**config.mk**
```make
export PLATFORM = sky130hd
export DESIGN_NAME = stack_with_add_and_listing
export DESIGN_NICKNAME = d
export VERILOG_FILES = /design/src/hdl/swal_pkg.sv /design/src/hdl/stack_with_add_and_listing.sv /design/src/hdl/swal_ram.sv /design/src/hdl/swal_obuf.sv /design/src/hdl/swal_ctrl.sv
export VERILOG_INCLUDE_DIRS = /design/src /design/src/hdl
export SDC_FILE = /design/constraint.sdc
export NUM_CORES = 2
export LEC_CHECK = 0
export ABC_AREA = 0
export BUFFER_PORTS_ARGS = -buffer_cell sky130_fd_sc_hd__buf_2
export CORE_ASPECT_RATIO = 1.75
export CORE_MARGIN = 5
export CORE_UTILIZATION = 41
export CTS_BUF_LIST = sky130_fd_sc_hd__clkbuf_4
export CTS_CLUSTER_SIZE = 24
export DETAILED_ROUTE_END_ITERATION = 12
export PLACE_DENSITY = 0.59
export SETUP_SLACK_MARGIN = 0.02
export SYNTH_ARGS = -nofsm -noshare
export SYNTH_HDL_FRONTEND = slang
export SYNTH_SLANG_ARGS = --single-unit
```
**constraint.sdc**
```tcl
create_clock -name clk -period 16.8 [get_ports clk]
set_clock_uncertainty 0.1 [all_clocks]
set_input_delay 3.36 -clock clk [delete_from_list [all_inputs] [get_ports clk]]
set_output_delay 3.36 -clock clk [all_outputs]
set_load 0.01 [all_outputs]
```
**src/hdl/stack_with_add_and_listing_defines.svh**
```systemverilog
// Assertion macros shared by the stack block.
`ifndef STACK_WITH_ADD_AND_LISTING_DEFINES_SVH
`define STACK_WITH_ADD_AND_LISTING_DEFINES_SVH

// Checked on every clock edge outside reset.
`define SWAL_ASSERT(name, prop, msg) \
  name: assert property (@(posedge clk) disable iff (rst) (prop)) else $error(msg);

// Checked on every clock edge, reset included.
`define SWAL_ASSERT_ALWAYS(name, prop, msg) \
  name: assert property (@(posedge clk) (prop)) else $error(msg);

`endif

```
**src/hdl/swal_pkg.sv**
```systemverilog
`timescale 1ns / 1ps
`default_nettype none

package swal_pkg;

  // Stack capacity and the widths that follow from it.
  localparam int DEPTH  = 64;
  localparam int DATA_W = 32;
  localparam int ADDR_W = (DEPTH > 1) ? $clog2(DEPTH) : 1;
  localparam int CNT_W  = $clog2(DEPTH + 1);
  localparam int REQ_W  = 3;
  localparam int STAT_W = 2;

  localparam logic [CNT_W-1:0] FULL_COUNT = CNT_W'(DEPTH);

  // Request codes.
  typedef enum logic [REQ_W-1:0] {
    REQ_PUSH = 3'd0,
    REQ_POP  = 3'd1,
    REQ_PEEK = 3'd2,
    REQ_ADD  = 3'd3,
    REQ_LIST = 3'd4
  } req_t;

  // Result status codes.
  typedef enum logic [STAT_W-1:0] {
    STAT_OK         = 2'd0,
    STAT_SHORT      = 2'd1,
    STAT_FULL       = 2'd2,
    STAT_EMPTY_LIST = 2'd3
  } status_t;

  // One result word as it travels from the controller to the output stage.
  typedef struct packed {
    logic signed [DATA_W-1:0] value;
    status_t                  status;
    logic                     last;
  } result_t;

endpackage

`default_nettype wire

```
**src/hdl/stack_with_add_and_listing.sv**
```systemverilog
// Push, peek, error and single-entry pop results are emitted from the execute state;
// other pops and adds read the entry below the top there and are emitted from the fix-up
// state; a list reads from the execute state, then gives one entry per cycle from the
// listing state while it is taken. A new word is accepted only in the idle state, once
// the previous request has emitted all its words.
// Reset clears the entry count, the sequencer state and the output valid; memory is kept.
`timescale 1ns / 1ps
`default_nettype none

module stack_with_add_and_listing (
  input  wire logic                               clk,
  input  wire logic                               rst,
  input  wire logic                               in_valid,
  output logic                                    in_ready,
  input  wire logic [swal_pkg::REQ_W-1:0]         req_type,
  input  wire logic signed [swal_pkg::DATA_W-1:0] push_value,
  output logic                                    out_valid,
  input  wire logic                               out_ready,
  output logic signed [swal_pkg::DATA_W-1:0]      result_value,
  output logic [swal_pkg::STAT_W-1:0]             status,
  output logic                                    last_item
);

  import swal_pkg::*;

  logic    obuf_free;
  logic    emit;
  result_t emit_word;
  result_t out_word;

  // Request sequencer with the entry memory.
  swal_ctrl u_ctrl (
    .clk        (clk),
    .rst        (rst),
    .in_valid   (in_valid),
    .in_ready   (in_ready),
    .req_type   (req_type),
    .push_value (push_value),
    .obuf_free  (obuf_free),
    .emit       (emit),
    .emit_word  (emit_word)
  );

  // Output register between the sequencer and the result channel.
  swal_obuf u_obuf (
    .clk       (clk),
    .rst       (rst),
    .load      (emit),
    .load_word (emit_word),
    .free      (obuf_free),
    .out_valid (out_valid),
    .out_ready (out_ready),
    .word      (out_word)
  );

  assign result_value = out_word.value;
  assign status       = out_word.status;
  assign last_item    = out_word.last;

endmodule

`default_nettype wire

```
**src/hdl/swal_ram.sv**
```systemverilog
`timescale 1ns / 1ps
`default_nettype none

module swal_ram #(
  parameter int DATA_W = 32,
  parameter int ADDR_W = 6
) (
  input  wire logic              clk,
  input  wire logic              wr_en,
  input  wire logic [ADDR_W-1:0] wr_addr,
  input  wire logic [DATA_W-1:0] wr_data,
  input  wire logic              rd_en,
  input  wire logic [ADDR_W-1:0] rd_addr,
  output logic      [DATA_W-1:0] rd_data
);

  logic [DATA_W-1:0] mem [2**ADDR_W];

  // Single write port.
  always_ff @(posedge clk) begin
    if (wr_en) begin
      mem[wr_addr] <= wr_data;
    end
  end

  // Registered read; the data holds until the next read.
  always_ff @(posedge clk) begin
    if (rd_en) begin
      rd_data <= mem[rd_addr];
    end
  end

endmodule

`default_nettype wire

```
**src/hdl/swal_obuf.sv**
```systemverilog
`timescale 1ns / 1ps
`default_nettype none

module swal_obuf (
  input  wire logic              clk,
  input  wire logic              rst,
  input  wire logic              load,
  input  wire swal_pkg::result_t load_word,
  output logic                   free,
  output logic                   out_valid,
  input  wire logic              out_ready,
  output swal_pkg::result_t      word
);

  import swal_pkg::*;

  // The slot can take a new word when it is empty or drains this cycle.
  assign free = !out_valid || out_ready;

  // Output register holding one result word.
  always_ff @(posedge clk) begin
    if (rst) begin
      out_valid <= 1'b0;
    end else if (load) begin
      out_valid <= 1'b1;
    end else if (out_ready) begin
      out_valid <= 1'b0;
    end
    if (load) begin
      word <= load_word;
    end
  end

endmodule

`default_nettype wire

```
**src/hdl/swal_ctrl.sv**
```systemverilog
`timescale 1ns / 1ps
`default_nettype none
`include "stack_with_add_and_listing_defines.svh"

module swal_ctrl (
  input  wire logic                           clk,
  input  wire logic                           rst,
  input  wire logic                           in_valid,
  output logic                                in_ready,
  input  wire logic [swal_pkg::REQ_W-1:0]     req_type,
  input  wire logic signed [swal_pkg::DATA_W-1:0] push_value,
  input  wire logic                           obuf_free,
  output logic                                emit,
  output swal_pkg::result_t                   emit_word
);

  import swal_pkg::*;

  typedef enum logic [1:0] {
    S_IDLE,
    S_EXEC,
    S_FIX,
    S_LIST
  } state_t;

  state_t                   state, state_next;
  logic [REQ_W-1:0]         req;
  logic signed [DATA_W-1:0] val;
  logic [CNT_W-1:0]         count, count_next;
  logic signed [DATA_W-1:0] top_val, top_next;
  logic [ADDR_W-1:0]        list_idx, idx_next;

  logic                     ram_we, ram_re;
  logic [ADDR_W-1:0]        ram_waddr, ram_raddr;
  logic [DATA_W-1:0]        ram_wdata, ram_rdata;

  logic [CNT_W-1:0]         count_m1, count_m2;
  logic                     is_empty, is_short, is_full;
  logic signed [DATA_W-1:0] sum;

  // Entry memory; the top entry is also cached in top_val.
  swal_ram #(
    .DATA_W (DATA_W),
    .ADDR_W (ADDR_W)
  ) u_ram (
    .clk     (clk),
    .wr_en   (ram_we),
    .wr_addr (ram_waddr),
    .wr_data (ram_wdata),
    .rd_en   (ram_re),
    .rd_addr (ram_raddr),
    .rd_data (ram_rdata)
  );

  assign count_m1 = count - CNT_W'(1);
  assign count_m2 = count - CNT_W'(2);
  assign is_empty = (count == '0);
  assign is_short = (count < CNT_W'(2));
  assign is_full  = (count == FULL_COUNT);
  assign sum      = top_val + $signed(ram_rdata);

  assign in_ready = (state == S_IDLE);

  // Request sequencing. Writes happen in the execute and fix-up cycles and reads
  // in the execute and listing cycles of the same item, so a read never meets a
  // write to the same entry in one cycle.
  always_comb begin
    state_next = state;
    count_next = count;
    top_next   = top_val;
    idx_next   = list_idx;
    ram_we     = 1'b0;
    ram_waddr  = count[ADDR_W-1:0];
    ram_wdata  = val;
    ram_re     = 1'b0;
    ram_raddr  = count_m2[ADDR_W-1:0];
    emit       = 1'b0;
    emit_word  = '{value: '0, status: STAT_OK, last: 1'b1};

    case (state)
      S_IDLE: begin
        if (in_valid) begin
          state_next = S_EXEC;
        end
      end

      S_EXEC: begin
        if (obuf_free) begin
          state_next = S_IDLE;
          case (req)
            REQ_PUSH: begin
              emit = 1'b1;
              if (is_full) begin
                emit_word.status = STAT_FULL;
              end else begin
                ram_we     = 1'b1;
                top_next   = val;
                count_next = count + CNT_W'(1);
              end
            end
            REQ_POP: begin
              if (is_empty) begin
                emit             = 1'b1;
                emit_word.status = STAT_SHORT;
              end else if (is_short) begin
                emit       = 1'b1;
                count_next = '0;
              end else begin
                ram_re     = 1'b1;
                state_next = S_FIX;
              end
            end
            REQ_PEEK: begin
              emit = 1'b1;
              if (is_empty) begin
                emit_word.status = STAT_SHORT;
              end else begin
                emit_word.value = top_val;
              end
            end
            REQ_ADD: begin
              if (is_short) begin
                emit             = 1'b1;
                emit_word.status = STAT_SHORT;
              end else begin
                ram_re     = 1'b1;
                state_next = S_FIX;
              end
            end
            REQ_LIST: begin
              if (is_empty) begin
                emit             = 1'b1;
                emit_word.status = STAT_EMPTY_LIST;
              end else begin
                ram_re     = 1'b1;
                ram_raddr  = count_m1[ADDR_W-1:0];
                idx_next   = count_m1[ADDR_W-1:0];
                state_next = S_LIST;
              end
            end
            default: begin
              state_next = S_IDLE;
            end
          endcase
        end
      end

      // Second half of pop and add: the entry below the top has been read.
      S_FIX: begin
        if (obuf_free) begin
          emit       = 1'b1;
          count_next = count_m1;
          state_next = S_IDLE;
          if (req == REQ_ADD) begin
            ram_we          = 1'b1;
            ram_waddr       = count_m2[ADDR_W-1:0];
            ram_wdata       = sum;
            top_next        = sum;
            emit_word.value = sum;
          end else begin
            top_next = $signed(ram_rdata);
          end
        end
      end

      // Walk from the top down, one entry per free output slot.
      S_LIST: begin
        if (obuf_free) begin
          emit            = 1'b1;
          emit_word.value = $signed(ram_rdata);
          emit_word.last  = (list_idx == '0);
          if (list_idx == '0) begin
            state_next = S_IDLE;
          end else begin
            ram_re    = 1'b1;
            ram_raddr = list_idx - ADDR_W'(1);
            idx_next  = list_idx - ADDR_W'(1);
          end
        end
      end

      default: begin
        state_next = S_IDLE;
      end
    endcase
  end

  // State, stack pointer, cached top and the latched request.
  always_ff @(posedge clk) begin
    if (rst) begin
      state    <= S_IDLE;
      count    <= '0;
      list_idx <= '0;
    end else begin
      state    <= state_next;
      count    <= count_next;
      list_idx <= idx_next;
    end
    top_val <= top_next;
    if (in_valid && in_ready) begin
      req <= req_type;
      val <= push_value;
    end
  end

  `SWAL_ASSERT_ALWAYS(a_reset_clears, rst |=> (state == S_IDLE && count == '0), "reset did not clear the stack")
  `SWAL_ASSERT(a_count_bound, count <= FULL_COUNT, "entry count above capacity")
  `SWAL_ASSERT(a_no_collide, !(ram_we && ram_re && ram_waddr == ram_raddr), "read and write hit the same entry")
  `SWAL_ASSERT(a_accept_exec, (in_valid && in_ready) |=> state == S_EXEC, "accepted word not executed")
  `SWAL_ASSERT(a_list_end, (state == S_LIST && emit && emit_word.last) |=> state == S_IDLE, "listing ran past the bottom entry")

endmodule

`default_nettype wire

```
==> summary.txt <==
Commonest cells in the synthesized netlist -> 2,182 x edfxtp_1, 1,323 x nand2_1, 551 x nand3_1
CP Capture Point -> u_ctrl.u_ram.rd_data[2]
Pins over their slew limit -> 0
Mapped Cells -> 6,073
Synth top area cells -> edfxtp_1 74%, nand2_1 5.6%, mux4_2 3.4%
Initial antenna violation count -> 10
Synthesis-to-finish area growth -> 11.24%
Global-route wire length before repair -> 396,000 um
Synth Cell Area -> 88,840 um^2
DRT Wirelength -> 279,500 um
Vias in the first global route -> 56,588
Total CTS buffers -> 466
Unrepaired setup endpoints after global routing -> false
Number of synthesized flops with an enable pin -> 2,182
Critical path class -> input pin to register
Slowest CP cell -> nor2_4
Crit path top cell by count -> buf_4
Routed via count -> 56,858
Most common cell in the netlist -> edfxtp_1
RePlAce Congestion -> 0.8618
Outcome -> complete, no violations
Clock transition at path regs -> 0.08 ns
Total GRT Usage -> 24.07%
Final std cells w/o fill -> 9,618
Synth warn -> 0
# DRC -> 0
Pre-CTS setup slack -> 7.603 ns
Die height -> 625.8 um
Main synth FF type -> edfxtp_1
Reg2reg end -> u_ctrl.u_ram.rd_data[2]
Layout Nets -> 6,490
Die Area -> 226,500 um^2
CTS tree -> yes
Violation count after the first detailed-route iteration -> 6,233
CP Max Fanout -> 95
Final period utilization -> 46.54%
# rows -> 226
Clk buf depth -> 4
Yosys reg bits -> 2,198
Avg Cell Area, Syn -> 14.63 um^2
Setup violators final -> 0
CTS root buf -> clkbuf_4
Crit end category -> register
Slowest stage delay, CP -> 0.73 ns
Pleak -> 33.01 nW
Power per cell area -> 122.7 nW/um^2
Sequential fraction of the synthesis area -> 74.12%
Hold WC Path Type -> register to register
Core Box Area -> 216,000 um^2
Final setup TNS -> 0 ns
Placed insts -> 8,790
I/O Buffers -> 75
Worst setup path startpoint -> out_ready
Syn Nets -> 6,155
CTS resizes -> 0
Post-synth top area share -> 73.75%
Cell type with the highest aggregate area in the netlist -> edfxtp_1
Layout cells sized above 1 -> 18.47%
H-tree Lvls -> 5
Required @ worst endpoint -> 17.70 ns
CP arrival -> 8.72 ns
Peak supply drop -> 68.72 uV
Number of vias per cell -> 5.912
Congestion Overflow GR -> 0
Async S/R FF share, synth -> 0%
Hold_buf cts -> 0
Clk_lat worst skew -> 1.27 ns
Post-layout min period -> 7.819 ns
Largest net degree at the start of global routing -> 125
Rel. slew slack -> 9.716%
Initial Util -> 41.12%
Sink Count -> 2,198
Worst R2R Path Depth -> 14
Crit path launch type -> input pin
WL/cell -> 29.06 um
RR Startpoint -> u_ctrl.count[0]
Top-Level Pins -> 76
Detail Placement HPWL -> 157,100 um
Worst slew pin tran -> 1.349 ns
Chip width -> 361.9 um
Final Hold Vio Count -> 0
Maxcap violations -> 0
Final core utilization -> 45.74%
DRT antenna net count -> 0
Crit-path cells -> buf_2 > nand2b_1 > o2111ai_4 > mux2i_1 > nor2_4 > buf_12 > buf_4 > buf_4 > mux4_2 > nand3_1 > nand4_1 > or4_1
R2R Setup Slk -> 10.05 ns
Pre-antenna DRT Iters -> 8
Fmax -> 127.9 MHz
Setup bufs post-CTS -> 0
Synth cell types -> 91
Worst setup margin -> 8.981 ns
[placed cells by master (no fill, tap or decap), types with 115 or more instances in the layout]
cell type | Yosys | routed
buf_4 | 25 | 164
clkbuf_4 | 0 | 655
clkinv_1 | 0 | 115
nand2_1 | 1323 | 1299
a21oi_1 | 154 | 154
mux4_2 | 134 | 134
nand3_1 | 551 | 550
a31oi_1 | 139 | 138
edfxtp_1 | 2182 | 2182
mux2i_1 | 120 | 120
[critical path: cells and delay by family]
| family | cells | cell delay, ns |
|---|---|---|
| simple gates | 5 | 2.36 |
| buf+inv | 4 | 1.68 |
| mux | 2 | 0.82 |
| compound gates | 1 | 0.27 |
[per-layer routing]
layer  share of wire [%]  global-route usage, %  vias up
li1                    -                      -    24224
met1                  34                  27.56    28793
met2                  51                  41.93     3054
met3                 8.2                  4.321      787
met4                 6.8                  14.69        0
met5                   0                      0        -
[worst min-delay path by stage]
stage	start	to	depth (start not counted)
6_report	u_ctrl.state[1]	u_ctrl.state[1]	2
5_1_grt	u_ctrl.state[1]	u_ctrl.state[1]	2
4_1_cts	u_ctrl.state[1]	u_ctrl.state[1]	2
3_5_place_dp	u_ctrl.state[1]	u_ctrl.state[1]	2
3_3_place_gp	u_ctrl.state[1]	u_ctrl.state[1]	2
2_1_floorplan	u_ctrl.state[1]	u_ctrl.state[1]	2
[through the flow]
step | hold slack (ns) | power, mW | area (um^2)
3_3_place_gp | 0.3860 | 8.287 | 93030
5_1_grt | 0.4429 | 12.60 | 98800
6_report | 0.4087 | 12.12 | 98820
3_5_place_dp | 0.4021 | 8.304 | 93030
4_1_cts | 0.4151 | 12.19 | 98790
2_1_floorplan | 0.3647 | 7.527 | 88840
[state kept, by name, indices dropped and copies added, names as in the netlist]
name                  count
u_ctrl.u_ram.mem       2048
u_obuf.word              35
u_ctrl.top_val           32
u_ctrl.u_ram.rd_data     32
u_ctrl.val               32
u_ctrl.count              7
u_ctrl.list_idx           6
u_ctrl.req                3
u_ctrl.state              2
u_obuf.out_valid          1
[area by class of cell]
class,instances,area (um^2)
Sequential cell,2198,65840
Inverter,29,108.9
Timing Repair Buffer,247,1767
Antenna cell,12,30.03
Clock inverter,161,845.8
Clock buffer,655,4917
Tap cell,2850,3566
Fill cell,19103,117200
Multi-Input combinational cell,3466,21740
[report_power, final]
part	switching (mW)	internal [mW]
Clock	2.03	1.89
Combinational	1.48	0.586
Sequential	0.0325	6.11
Total	3.54	8.58
[cells by family (layout without fill, tap and decap cells)]
kind of cell	Yosys count	in the layout	share of synthesized area, %
and+or+nand+nor	2350	2350	11.77
DFF	2198	2198	74.12
AOI/OAI and AO/OA	769	769	6.007
buffers and inverters	409	1092	2.235
muxes	260	260	4.829
xor gates and xnor gates	44	44	0.4338
adders and majority gates	43	43	0.6141
other	0	12	0
No activity file was read; power rests on OpenSTA's default activity.
